File: src/hw/rtl/vdsc_pkg.sv
// Package for the vehicle drive state controller: state codes and constants.
`timescale 1ns / 1ps

package vdsc_pkg;

  // Vehicle state codes, as seen on the vehicle_state output
  typedef enum logic [2:0] {
    ST_NOT_ACTIVE  = 3'd0,
    ST_ACTIVE      = 3'd1,
    ST_RTD         = 3'd2,
    ST_WANT_PEDAL  = 3'd3,
    ST_WANT_STEER  = 3'd4,
    ST_RECAL_PEDAL = 3'd5,
    ST_RECAL_STEER = 3'd6,
    ST_ERROR       = 3'd7
  } vdsc_state_e;

  localparam int unsigned TimeW     = 32;
  localparam int unsigned HoldW     = 16;
  localparam logic [HoldW-1:0] RecalHoldReset = 16'd3000;

  // One tick of status flags
  typedef struct packed {
    logic [TimeW-1:0] now_ms;
    logic             drive_not_connected;
    logic             drive_faulted;
    logic             hv_latched;
    logic             pedal_recal_button;
    logic             steer_recal_button;
    logic             rtd_button;
    logic             brake_pressed;
    logic             pedal_hb_timeout;
    logic             steer_hb_timeout;
  } vdsc_tick_t;

  // Result of one tick
  typedef struct packed {
    vdsc_state_e vehicle_state;
    logic        drive_cmd_issue;
    logic        drive_cmd_enable;
    logic        motors_idle_cmd;
    logic        send_pedal_recal;
    logic        send_steer_recal;
    logic        start_buzzer;
    logic        reset_heartbeats;
  } vdsc_result_t;

endpackage

File: src/hw/rtl/vehicle_drive_state_controller.sv
// Vehicle drive state controller: eight-state safety controller, one tick per transfer.
`timescale 1ns / 1ps

// Each accepted tick (timestamp plus status flags) produces exactly one result: the
// vehicle state after the tick and the one-tick command pulses. The tick is captured
// in an input register and resolved on its way into the result register by one state
// decode and a 32-bit wrapping subtract and compare per recalibrate button. The result
// waits in the result register until it transfers out. The error state is absorbing
// until reset. The block accepts a new tick every cycle while the result side keeps up.
// A recalibrate button must be held for strictly more than recal_hold_ms milliseconds
// (reset 3000) before recalibration starts. The user writes the hold time through
// cfg_we_i/cfg_wdata_i while no tick is in flight; the block does not enforce this.
module vehicle_drive_state_controller
  import vdsc_pkg::*;
(
  input  logic             clk_i,
  input  logic             rst_ni,
  // configuration
  input  logic             cfg_we_i,
  input  logic [HoldW-1:0] cfg_wdata_i,
  // tick input
  input  logic             in_valid_i,
  output logic             in_ready_o,
  input  logic [TimeW-1:0] now_ms_i,
  input  logic             drive_not_connected_i,
  input  logic             drive_faulted_i,
  input  logic             hv_latched_i,
  input  logic             pedal_recal_button_i,
  input  logic             steer_recal_button_i,
  input  logic             rtd_button_i,
  input  logic             brake_pressed_i,
  input  logic             pedal_hb_timeout_i,
  input  logic             steer_hb_timeout_i,
  // result output
  output logic             out_valid_o,
  input  logic             out_ready_i,
  output logic [2:0]       vehicle_state_o,
  output logic             drive_cmd_issue_o,
  output logic             drive_cmd_enable_o,
  output logic             motors_idle_cmd_o,
  output logic             send_pedal_recal_o,
  output logic             send_steer_recal_o,
  output logic             start_buzzer_o,
  output logic             reset_heartbeats_o
);

  logic [HoldW-1:0] hold_q;
  vdsc_state_e      state_q, state_d;
  logic [TimeW-1:0] pedal_start_q, pedal_start_d;
  logic [TimeW-1:0] steer_start_q, steer_start_d;

  logic             in_valid_q;
  vdsc_tick_t       tick_q;
  logic             out_valid_q;
  vdsc_result_t     res_q, res_d;

  logic             fire;
  logic             pedal_held, steer_held;
  logic [TimeW-1:0] pedal_elapsed, steer_elapsed;

  // Tick resolves when the result register is free or being drained
  assign fire       = in_valid_q && (!out_valid_q || out_ready_i);
  assign in_ready_o = !in_valid_q || fire;

  // Hold time register
  always_ff @(posedge clk_i or negedge rst_ni) begin
    if (!rst_ni) begin
      hold_q <= RecalHoldReset;
    end else if (cfg_we_i) begin
      hold_q <= cfg_wdata_i;
    end
  end

  // Input register
  always_ff @(posedge clk_i or negedge rst_ni) begin
    if (!rst_ni) begin
      in_valid_q <= 1'b0;
    end else if (in_ready_o) begin
      in_valid_q <= in_valid_i;
    end
  end

  always_ff @(posedge clk_i) begin
    if (in_valid_i && in_ready_o) begin
      tick_q <= '{now_ms:              now_ms_i,
                  drive_not_connected: drive_not_connected_i,
                  drive_faulted:       drive_faulted_i,
                  hv_latched:          hv_latched_i,
                  pedal_recal_button:  pedal_recal_button_i,
                  steer_recal_button:  steer_recal_button_i,
                  rtd_button:          rtd_button_i,
                  brake_pressed:       brake_pressed_i,
                  pedal_hb_timeout:    pedal_hb_timeout_i,
                  steer_hb_timeout:    steer_hb_timeout_i};
    end
  end

  // Hold tests, wrapping elapsed time
  assign pedal_elapsed = tick_q.now_ms - pedal_start_q;
  assign steer_elapsed = tick_q.now_ms - steer_start_q;
  assign pedal_held    = pedal_elapsed > {{(TimeW-HoldW){1'b0}}, hold_q};
  assign steer_held    = steer_elapsed > {{(TimeW-HoldW){1'b0}}, hold_q};

  // Next state and pulses
  always_comb begin
    state_d       = state_q;
    pedal_start_d = pedal_start_q;
    steer_start_d = steer_start_q;
    res_d         = '0;

    unique case (state_q)
      ST_NOT_ACTIVE: begin
        if (tick_q.drive_not_connected) begin
          state_d = ST_ERROR;
        end else if (tick_q.drive_faulted) begin
          state_d = ST_NOT_ACTIVE;
        end else if (tick_q.hv_latched) begin
          state_d = ST_ACTIVE;
        end else if (tick_q.pedal_recal_button) begin
          state_d       = ST_WANT_PEDAL;
          pedal_start_d = tick_q.now_ms;
        end else if (tick_q.steer_recal_button) begin
          state_d       = ST_WANT_STEER;
          steer_start_d = tick_q.now_ms;
        end else begin
          res_d.motors_idle_cmd = 1'b1;
          res_d.drive_cmd_issue = 1'b1;
        end
      end
      ST_ACTIVE: begin
        if (tick_q.drive_not_connected) begin
          state_d = ST_ERROR;
        end else if (tick_q.drive_faulted) begin
          state_d = ST_ACTIVE;
        end else if (!tick_q.hv_latched) begin
          state_d = ST_NOT_ACTIVE;
        end else if (tick_q.rtd_button && tick_q.brake_pressed) begin
          state_d                = ST_RTD;
          res_d.start_buzzer     = 1'b1;
          res_d.reset_heartbeats = 1'b1;
        end
      end
      ST_RTD: begin
        res_d.drive_cmd_issue  = 1'b1;
        res_d.drive_cmd_enable = 1'b1;
        if (tick_q.drive_not_connected) begin
          state_d = ST_ERROR;
        end else if (tick_q.drive_faulted) begin
          state_d = ST_ACTIVE;
        end else if (!tick_q.hv_latched) begin
          state_d = ST_NOT_ACTIVE;
        end else if (tick_q.pedal_hb_timeout || tick_q.steer_hb_timeout) begin
          state_d = ST_ACTIVE;
        end
      end
      ST_WANT_PEDAL: begin
        if (tick_q.drive_not_connected) begin
          state_d       = ST_ERROR;
          pedal_start_d = '0;
        end else begin
          res_d.drive_cmd_issue = 1'b1;
          if (!tick_q.pedal_recal_button) begin
            state_d       = ST_NOT_ACTIVE;
            pedal_start_d = '0;
          end else if (pedal_held) begin
            state_d       = ST_RECAL_PEDAL;
            pedal_start_d = '0;
          end
        end
      end
      ST_WANT_STEER: begin
        // link loss is not checked here
        res_d.drive_cmd_issue = 1'b1;
        if (!tick_q.steer_recal_button) begin
          state_d       = ST_NOT_ACTIVE;
          steer_start_d = '0;
        end else if (steer_held) begin
          state_d       = ST_RECAL_STEER;
          steer_start_d = '0;
        end
      end
      ST_RECAL_PEDAL: begin
        res_d.drive_cmd_issue = 1'b1;
        if (!tick_q.pedal_recal_button) begin
          state_d       = ST_NOT_ACTIVE;
          pedal_start_d = '0;
        end else begin
          res_d.send_pedal_recal = 1'b1;
        end
      end
      ST_RECAL_STEER: begin
        res_d.drive_cmd_issue = 1'b1;
        if (!tick_q.steer_recal_button) begin
          state_d       = ST_NOT_ACTIVE;
          steer_start_d = '0;
        end else begin
          res_d.send_steer_recal = 1'b1;
        end
      end
      ST_ERROR: begin
        state_d = ST_ERROR;
      end
      default: begin
        state_d = ST_ERROR;
      end
    endcase

    res_d.vehicle_state = state_d;
  end

  // Controller state, advanced once per resolved tick
  always_ff @(posedge clk_i or negedge rst_ni) begin
    if (!rst_ni) begin
      state_q       <= ST_NOT_ACTIVE;
      pedal_start_q <= '0;
      steer_start_q <= '0;
    end else if (fire) begin
      state_q       <= state_d;
      pedal_start_q <= pedal_start_d;
      steer_start_q <= steer_start_d;
    end
  end

  // Result register
  always_ff @(posedge clk_i or negedge rst_ni) begin
    if (!rst_ni) begin
      out_valid_q <= 1'b0;
    end else if (fire) begin
      out_valid_q <= 1'b1;
    end else if (out_ready_i) begin
      out_valid_q <= 1'b0;
    end
  end

  always_ff @(posedge clk_i) begin
    if (fire) begin
      res_q <= res_d;
    end
  end

  assign out_valid_o        = out_valid_q;
  assign vehicle_state_o    = res_q.vehicle_state;
  assign drive_cmd_issue_o  = res_q.drive_cmd_issue;
  assign drive_cmd_enable_o = res_q.drive_cmd_enable;
  assign motors_idle_cmd_o  = res_q.motors_idle_cmd;
  assign send_pedal_recal_o = res_q.send_pedal_recal;
  assign send_steer_recal_o = res_q.send_steer_recal;
  assign start_buzzer_o     = res_q.start_buzzer;
  assign reset_heartbeats_o = res_q.reset_heartbeats;

  // Error is absorbing
  assert property (@(posedge clk_i) disable iff (!rst_ni)
    state_q == ST_ERROR |=> state_q == ST_ERROR)
    else $error("left error state");

  // Enable only rides on an issued command
  assert property (@(posedge clk_i) disable iff (!rst_ni)
    out_valid_o && drive_cmd_enable_o |-> drive_cmd_issue_o)
    else $error("drive enable without command");

  // Buzzer only on entry into ready to drive
  assert property (@(posedge clk_i) disable iff (!rst_ni)
    out_valid_o && start_buzzer_o |-> vehicle_state_o == ST_RTD && reset_heartbeats_o)
    else $error("buzzer outside ready-to-drive entry");

  // A buffered tick is never dropped while the result side stalls
  assert property (@(posedge clk_i) disable iff (!rst_ni)
    in_valid_q && !fire |=> in_valid_q && $stable(tick_q))
    else $error("buffered tick lost");

endmodule

File: config.mk
export PLATFORM = sky130hd
export DESIGN_NAME = vehicle_drive_state_controller
export DESIGN_NICKNAME = d
export VERILOG_FILES = /design/src/hw/rtl/vdsc_pkg.sv /design/src/hw/rtl/vehicle_drive_state_controller.sv
export SDC_FILE = /design/constraint.sdc
export NUM_CORES = 1
export LEC_CHECK = 0
export BUFFER_PORTS_ARGS = -buffer_cell sky130_fd_sc_hd__buf_2
export CAP_MARGIN = 5
export CORE_MARGIN = 1
export CORE_UTILIZATION = 60
export DETAILED_ROUTE_END_ITERATION = 12
export GPL_TIMING_DRIVEN = 0
export PLACE_DENSITY = 0.77
export SYNTH_ARGS = -nofsm -noshare
export SYNTH_HDL_FRONTEND = slang
export SYNTH_SLANG_ARGS = --single-unit
File: constraint.sdc
create_clock -name clk_i -period 12.7 [get_ports clk_i]
set_input_delay 0.635 -clock clk_i [delete_from_list [all_inputs] [get_ports clk_i]]
set_output_delay 0.635 -clock clk_i [all_outputs]
set_load 0.1 [all_outputs]
* Word level (Yosys, flattened, before mapping)
Index checks and enable logic that the tools add are counted.
** Operators by class
- Equality and inequality tests :: 17
- Bitwise logic cells :: 2
- Reduce and logical (&&, ||, !) cells :: 16
- Add/subtract/negate cells :: 2
- Muxes and demuxes :: 52
- Order comparisons :: 2
** Operator list (count)
- $mux 32 :: 16
- $pmux 32 s3 :: 2
- $gt 32x16->1 :: 2
- $sub 32x32->32 :: 2
- $mux 3 :: 20
- $pmux 3 s8 :: 1
- $ne 2x2->1 const B :: 8
- $eq 3x3->1 const B :: 4
- $mux 1 :: 11
- $reduce_and 9->1 :: 1
- $reduce_and 8->1 :: 1
- $reduce_or 4->1 :: 2
- $eq 3x2->1 const B :: 2
- $reduce_bool 3->1 :: 2
- $ne 4x4->1 const B :: 1
- $eq 3x1->1 const B :: 1
- $logic_and 1x1->1 :: 3
- $logic_not 3->1 :: 1
- $logic_or 1x1->1 :: 3
- $ne 3x3->1 const B :: 1
- $pmux 1 s3 :: 1
- $logic_not 1->1 :: 2
- $mux 2 :: 1
- $not 1->1 :: 2
- $reduce_bool 2->1 :: 1
** Word-level totals
- Flip-flop bits (word level) :: 136
- Bits of input ports :: 62
- Word-level logic and storage cells :: 115

* Longest topological paths before layout
Gate-level depths: netlist (run 1).
- Word-level depth :: 6
- Depth in mapped cells :: 24
- Gate-level depth less buffers :: 23

* Least setup slack after synthesis (run 1)
No wires, ideal clock.
- Path type :: reg-to-reg
- Start :: register tick_q[9] (netlist name)
- End :: register res_q (netlist bit vehicle_state_o[1]), data pin
- Cell stages (with the launch flop) :: 18
- Library setup time :: 0.154 ns
- Path slack :: 7.776 ns
- Clock period less this slack :: 4.924 ns
- Arrival :: 4.770 ns
- Path through :: edfxtp_1 -> inv_1 -> ha_1 -> fa_1 -> nand2b_1 -> a21o_1 -> a2111oi_1 -> nor2_1 -> xnor2_1 -> ha_1 -> nand4_1 -> or4_1 -> a2111oi_0 -> or4bb_1 -> or4_1 -> nor3_1 -> a31oi_1 -> a21boi_0
** RTL lines
- start: declaration :: RTL line vehicle_drive_state_controller.sv:53 : vdsc_tick_t tick_q;
- start signal: assignment :: RTL line vehicle_drive_state_controller.sv:85 : tick_q <= '{now_ms: now_ms_i,
- end signal: assignment :: RTL line vehicle_drive_state_controller.sv:237 : res_q <= res_d;
- end: declaration :: RTL line vehicle_drive_state_controller.sv:55 : vdsc_result_t res_q, res_d;

==> reports/results.txt, run 1 <==
Setup crit start - tick_q[9]
Setup CP Type - reg2reg
synthesized area per cell - 8.85 sq um
total CTS buffers - 17
drt pass-1 iters - 6
post-CTS setup buffer count - 0
Die ar. - 17800 sq um
Synth Register Bits - 135
synth unique cells - 77
# IOs - 74
Critical R2R Launch - tick_q[9]
pins over their slew limit - 0
first-pass GRT wire length - 45400 um
Crit path required time - 12.97 ns
most frequent cells in the layout - 128 x nand2_1, 98 x inv_1, 94 x ha_1
post-route core utilization - 0.697
final hold vios - 0
Iteration-0 DRC Markers - 733
Hold Crit Class - in2async
Core ar. - 16700 sq um
largest area contributor in the synthesized netlist - dfrtp_1
MaxCap Viol Count - 0
EDFF count, synth - 50
Clk pwr share - 0.204
Yosys warning count - 0
PortBufs - 73
H-tree depth - 4
top cell type's share of synthesized area - 0.188
Root Driver - clkbuf_16
clock tree buffer depth - 2
Die Ht - 133 um
most common cell after layout, fill and taps aside - nand2_1
post-detail-place hpwl - 21800 um
post-CTS resize count - 0
Total GRT Usage - 0.329
Primary FF master, synth - dfrtp_1
CP Capture Type - flip-flop
Cell Area, Synth - 10400 sq um
layout net count - 1423
post-route clock period utilization - 0.492
Fillers - 1379
r2r setup slk - 6.46 ns
RSZ-0062 raised after global routing - false
Sw Pwr - 0.00108 W
# hold bufs at CTS - 0
Antenna Nets Post-Route - 0
Critical Path AT - 6.51 ns
fmax - 0.160 GHz
crit start category - flip-flop
Async SR Flop Fraction - 0.630
DR vias/cell - 6.27
status - complete, no violations
PD cells - 206 nW/um^2
Clock Skew - 0.0102 ns
GRT overflow - 0
Worst Slack Setup Final - 6.46 ns
crit-path max FO - 6
DIE WIDTH - 133 um
Post-Syn Instances - 1170
Starting Density - 0.620
Post-Route WL - 28200 um
Seq pwr share - 0.247
Worst R2R End - vehicle_state_o[1]
final setup violation count - 0
post-place setup slack - 6.55 ns
Net Sw Frac - 0.452
RD Place Congestion - 0.951
Worst setup endpoint - vehicle_state_o[1]
reg2reg path depth - 17
Slew HR - 0.172
Final Critical Period - 6.24 ns
post-synthesis sequential area ratio - 0.351
top post-synthesis cells by area - dfrtp_1 19%, edfxtp_1 14%, ha_1 11%
Area Overhead vs Synth - 12.3%
maximum VDD drop - 139 uV
Cell Rows - 47
Routed WL per cell - 18.8 um
Internal Power - 0.00131 W
measured slew at the worst slew-check pin - 1.24 ns
Hold Worst Slack - 0.0888 ns
setup TNS - 0 ns
Mapped Nets - 1328
Reg clk slew, reported paths - 0.07 ns
residual DRC count - 0
Leakage Power - 4.99 nW
Diodes inserted - 0
initial antenna violation count - 0
via count - 9397
CTS tree - yes
Comb pwr share - 0.549
share of cells above drive strength 1 - 0.113
number of global-route vias before repair - 8949
largest net degree at the start of global routing - 68
TritonCTS Sinks - 135
worst skew pair latency - 0.43 ns
==> cells in the mapped netlist, types with 12 or more instances <==
master and count:
a211oi_1 13, a21o_1 28, a21oi_1 82, a22o_1 33, clkbuf_1 44, dfrtp_1 78
edfxtp_1 50, ha_1 94, inv_1 98, mux2i_1 39, nand2_1 128, nand2b_1 14
nand3_1 21, nand4_1 29, nor2_1 65, nor2b_1 12, nor3_1 22, nor4_1 12
o211ai_1 13, o21a_1 15, o21ai_0 65, xnor2_1 20, xor2_1 21
==> cells by family (layout without fill, tap and decap cells) <==
logic type | count (synthesis) | count (layout) | share of synthesized area
AO/OA/AOI/OAI | 341 | 341 | 0.223
buffers and inverters | 151 | 259 | 0.0579
multiplexers | 42 | 42 | 0.0410
XOR/XNOR | 41 | 41 | 0.0347
AND/OR/NAND/NOR | 364 | 364 | 0.175
flip-flops | 135 | 135 | 0.351
adder cells (fa/ha/maj) | 96 | 96 | 0.117
==> final cells by class <==
| class | count | area, sq um | share of cell area |
|---|---|---|---|
| Tap cell | 220 | 275 | 0.0237 |
| Clock inverter | 13 | 139 | 0.0119 |
| Inverter | 98 | 368 | 0.0316 |
| Sequential cell | 135 | 3640 | 0.313 |
| Timing Repair Buffer | 76 | 428 | 0.0368 |
| Clock buffer | 19 | 433 | 0.0372 |
| Buffer | 53 | 231 | 0.0199 |
| Multi-Input combinational cell | 884 | 6120 | 0.526 |
==> flip-flops by register name (all words and copies together), names as in the netlist, 3 cells and up <==
| name | count |
|---|---|
| tick_q | 41 |
| pedal_start_q | 32 |
| steer_start_q | 32 |
| vehicle_state_o | 3 |
| state_q | 3 |
| hold_q | 16 |
==> power by group through the flow <==
stage               Clock (W)  Sequential (W)  Combinational [W]
detailed placement          0        0.000597            0.00128
floorplan                   0        0.000632           0.000947
global placement            0        0.000595            0.00125
global route         0.000510        0.000599            0.00146
finish               0.000489        0.000591            0.00132
CTS                  0.000492        0.000590            0.00130
==> worst min-delay path by stage <==
stage                      startpoint           endpoint  slack, ns  depth (start not counted)
floorplan                      rst_ni          hold_q[0]       0.34                          0
global placement           in_valid_q        out_valid_o       0.47                          1
detailed placement  pedal_start_q[16]  pedal_start_q[16]       0.48                          1
CTS                            rst_ni         hold_q[13]       0.09                          1
global route                   rst_ni         hold_q[12]        0.1                          1
finish                         rst_ni         hold_q[13]       0.09                          1
==> through the flow <==
stage | std cells | instance area [sq um] | total power, W
3_5_place_dp | 1466 | 11100 | 0.00188
4_1_cts | 1498 | 11600 | 0.00238
5_1_grt | 1498 | 11600 | 0.00257
3_3_place_gp | 1463 | 11000 | 0.00184
6_report | 1498 | 11600 | 0.00240
2_1_floorplan | 1170 | 10400 | 0.00158
==> worst max-delay path: stages, from the launching register on <==
cell,delay [ns]
edfxtp_1,0.39
inv_1,0.09
ha_1,0.21
fa_1,0.40
nand2b_1,0.18
a21o_1,0.20
a2111oi_1,1.04
nor2_1,0.21
xnor2_1,0.19
ha_1,0.32
nand4_1,0.17
or4_1,0.49
a2111oi_0,0.40
or4bb_1,0.54
or4_1,0.54
nor3_1,0.34
a31oi_1,0.14
a21boi_0,0.22
==> per-layer routing <==
layer	wire, um	global-route usage
met5	0	0
met4	644	0.0947
met3	2460	0.0689
met2	12400	0.514
met1	12600	0.461
(Power assumes the default switching activity.)
==> run 2: changes to the inputs <==
--- a/config.mk
+++ b/config.mk
@@ -5,6 +5,7 @@
 export SDC_FILE = /design/constraint.sdc
 export NUM_CORES = 1
 export LEC_CHECK = 0
+export ABC_AREA = 1
 export BUFFER_PORTS_ARGS = -buffer_cell sky130_fd_sc_hd__buf_2
 export CAP_MARGIN = 5
 export CORE_MARGIN = 1
==> constraint.sdc (replaced) <==
create_clock -name clk_i -period 6.2 [get_ports clk_i]
set_input_delay 0.31 -clock clk_i [delete_from_list [all_inputs] [get_ports clk_i]]
set_output_delay 0.31 -clock clk_i [all_outputs]
set_load 0.1 [all_outputs]
==> run 2 against run 1 <==
Effect of this change:
- cell area increased by 4.3%
- largest power group unchanged
- largest cell class unchanged
- clock-buffer cell count is 2 lower
- area after synthesis up 4.9%
- critical path depth increased by 9
- register-to-register slack got worse by 4.7 ns
- final cell count rose by 27%
==> reports/results.txt, run 2 <==
number of global-route vias before repair - 9802 (+9.5%)
total CTS buffers - 17 (unchanged)
layout net count - 1826 (+28%)
PD cells - 517 nW/um^2 (+150%)
Synth Register Bits - 135 (unchanged)
# IOs - 74 (unchanged)
Leakage Power - 6.39 nW (+28%)
measured slew at the worst slew-check pin - 0.892 ns (-0.347 ns)
Cell Rows - 48 (+2.1%)
final setup violation count - 0 (unchanged)
placed insts - 1873 (+28%)
largest area contributor in the synthesized netlist - dfrtp_1
Post-Route WL - 29000 um (+3.0%)
share of cells above drive strength 1 - 0.105 (-0.00798)
final hold vios - 0 (unchanged)
Top Registers - tick_q x41, pedal_start_q x32, steer_start_q x32
Final Critical Period - 4.48 ns (-1.77 ns)
status - complete, no violations
Diodes inserted - 0 (unchanged)
synth unique cells - 46 (-40%)
H-tree depth - 4 (unchanged)
top cell type's share of synthesized area - 0.180 (-0.00873)
Routed WL per cell - 15.2 um (-19%)
post-synthesis sequential area ratio - 0.335 (-0.0163)
r2r setup slk - 1.72 ns (-4.73 ns)
RD Place Congestion - 0.943 (-0.78%)
crit start category - flip-flop
Post-Syn Instances - 1574 (+35%)
crit-path max FO - 10 (+4)
fmax - 0.223 GHz (+40%)
design area - 12100 sq um (+4.3%)
Core ar. - 17500 sq um (+4.6%)
largest net degree at the start of global routing - 70 (+2.9%)
residual DRC count - 0 (unchanged)
Largest register FFs - 41 (unchanged)
synthesized area per cell - 6.90 sq um (-22%)
Clock Skew - 0.0129 ns (+0.00272 ns)
dpl cell area - 11500 sq um (+4.3%)
post-route clock period utilization - 0.722 (+0.230)
Crit path required time - 6.51 ns (-6.46 ns)
GRT overflow - 0 (unchanged)
Root Driver - clkbuf_16
maximum VDD drop - 336 uV (+140%)
top post-synthesis cells by area - dfrtp_1 18%, nand2_1 16%, edfxtp_1 14%
CTS tree - yes
Starting Density - 0.621 (+0.00125)
post-detail-place hpwl - 23100 um (+5.6%)
initial antenna violation count - 0 (unchanged)
via count - 10400 (+11%)
Top reg by flops - tick_q
reg2reg path depth - 26 (+9)
Slew HR - 0.404 (+0.232)
post-CTS setup buffer count - 0 (unchanged)
DR vias/cell - 5.47 (-13%)
DIE WIDTH - 137 um (+2.4%)
clock tree buffer depth - 2 (unchanged)
Post-synth top cells - 472 x nand2_1, 282 x inv_1, 133 x nor2_1
Layout Cells excl Fill - 1906 (+27%)
setup TNS - 0 ns (unchanged)
Total GRT Usage - 0.328 (-0.000921)
Die Ht - 137 um (+2.4%)
Die ar. - 18600 sq um (+4.8%)
Setup CP Type - reg2reg
CP Capture Type - flip-flop
Async SR Flop Fraction - 0.630 (unchanged)
Cell Area, Synth - 10900 sq um (+4.9%)
Worst Hold Path EP - tick_q[13]
most common cell after layout, fill and taps aside - nand2_1
Antenna Nets Post-Route - 0 (unchanged)
Iteration-0 DRC Markers - 779 (+6.3%)
top-count cell post-synth - nand2_1
Mapped Nets - 1732 (+30%)
worst skew pair latency - 0.43 ns (about the same)
pins over their slew limit - 0 (unchanged)
Yosys warning count - 0 (unchanged)
RSZ-0062 raised after global routing - false
HP Start - now_ms_i[4]
MaxCap Viol Count - 0 (unchanged)
Reg clk slew, reported paths - 0.07 ns (about the same)
Area Overhead vs Synth - 11.8%
drt pass-1 iters - 6 (unchanged)
EDFF count, synth - 50 (unchanged)
post-route core utilization - 0.695 (-0.00207)
Worst R2R End - steer_start_q[0]
most frequent cells in the layout - 472 x nand2_1, 281 x inv_1, 133 x nor2_1
Hold Crit Class - in2reg
first-pass GRT wire length - 47100 um (+3.8%)
Primary FF master, synth - dfrtp_1
PortBufs - 73 (unchanged)
Fillers - 1506 (+9.2%)
TritonCTS Sinks - 135 (unchanged)
Critical Path AT - 4.78 ns (-1.73 ns)
Worst Hold Path Cells - 1
Critical R2R Launch - tick_q[9]
run 2: changes by cell type after synthesis, sizes merged, moves of 25 or more:
cell,before,now
a22o,33,0
nand2,128,482
mux2i,39,0
inv,98,283
nor2,65,138
nand3,21,97
o21ai,69,137
a21o,28,3
clkbuf,44,12
run 2: layout make-up:
class / instances / area (sq um) / area share
repair buffers: 75 / 405 / 0.0334
inverters: 284 / 1070 / 0.0878
clock buffers: 17 / 425 / 0.0350
multi-input cells: 1128 / 6000 / 0.494
plain buffers: 27 / 158 / 0.0130
well taps: 225 / 282 / 0.0232
flip-flops and latches: 135 / 3640 / 0.300
clock inverters: 15 / 166 / 0.0137
run 2: metal layers:
metal | global-route usage | share of wire
met5 | 0 | 0
met4 | 0.119 | 0.028
met3 | 0.0441 | 0.056
met2 | 0.552 | 0.47
met1 | 0.430 | 0.45
run 2: through the flow:
stage	hold slack (ns)	power, W	setup WS (ns)
6_report	0.0495	0.00628	1.72
4_1_cts	0.0387	0.00623	1.75
5_1_grt	0.0380	0.00682	1.48
3_5_place_dp	0.196	0.00517	1.77
2_1_floorplan	0.0144	0.00421	2.82
3_3_place_gp	0.465	0.00506	1.86
run 2: logic make-up after synthesis:
| group | count (synthesis) | synth area share |
|---|---|---|
| and+or+nand+nor | 771 | 0.294 |
| buffers and inverters | 311 | 0.113 |
| AOI/OAI and AO/OA | 228 | 0.120 |
| DFF | 135 | 0.335 |
| adders and majority gates | 96 | 0.112 |
| xor gates and xnor gates | 32 | 0.0258 |
| muxes | 1 | 0.00104 |
run 2: worst max-delay path by stage:
stage	cells after the start	slack, ns	to	startpoint
global placement	26	1.86	steer_start_q[0]	tick_q[9]
global route	26	1.48	steer_start_q[0]	tick_q[9]
CTS	27	1.75	steer_start_q[30]	tick_q[9]
floorplan	26	2.82	steer_start_q[2]	tick_q[9]
detailed placement	26	1.77	steer_start_q[1]	tick_q[9]
finish	26	1.72	steer_start_q[0]	tick_q[9]
run 2: what timing repair did:
item,4_1_cts,5_1_grt
endpoints found under the hold margin,16,0
resized for setup,0,0
hold buffers,1,0
run 2: critical path, cell delays in order (launching register included):
cell and delay [ns]:
edfxtp_1 0.38, inv_1 0.16, ha_1 0.17, inv_1 0.06
fa_1 0.39, nand2_1 0.08, clkinv_1 0.07, nand2_1 0.08
nand2_2 0.09, nand2_1 0.08, nand2_2 0.09, nand2_1 0.11
nand3_2 0.10, xor2_1 0.16, ha_1 0.30, nand4_1 0.12
nor2_1 0.19, nand4_1 0.12, nand2_1 0.14, nand3_1 0.08
nor2_1 0.09, nand2_1 0.06, nor2_1 0.08, nand3_1 0.28
o21ai_4 0.53, buf_6 0.23, o21ai_0 0.09
run 2: where the power goes:
part / internal [W] / leakage [nW] / switching [W] / total, W
Sequential: 0.00119 / 1.54 / 0.000125 / 0.00132
Combinational: 0.00130 / 4.57 / 0.00263 / 0.00393
Clock: 0.000602 / 0.287 / 0.000432 / 0.00103
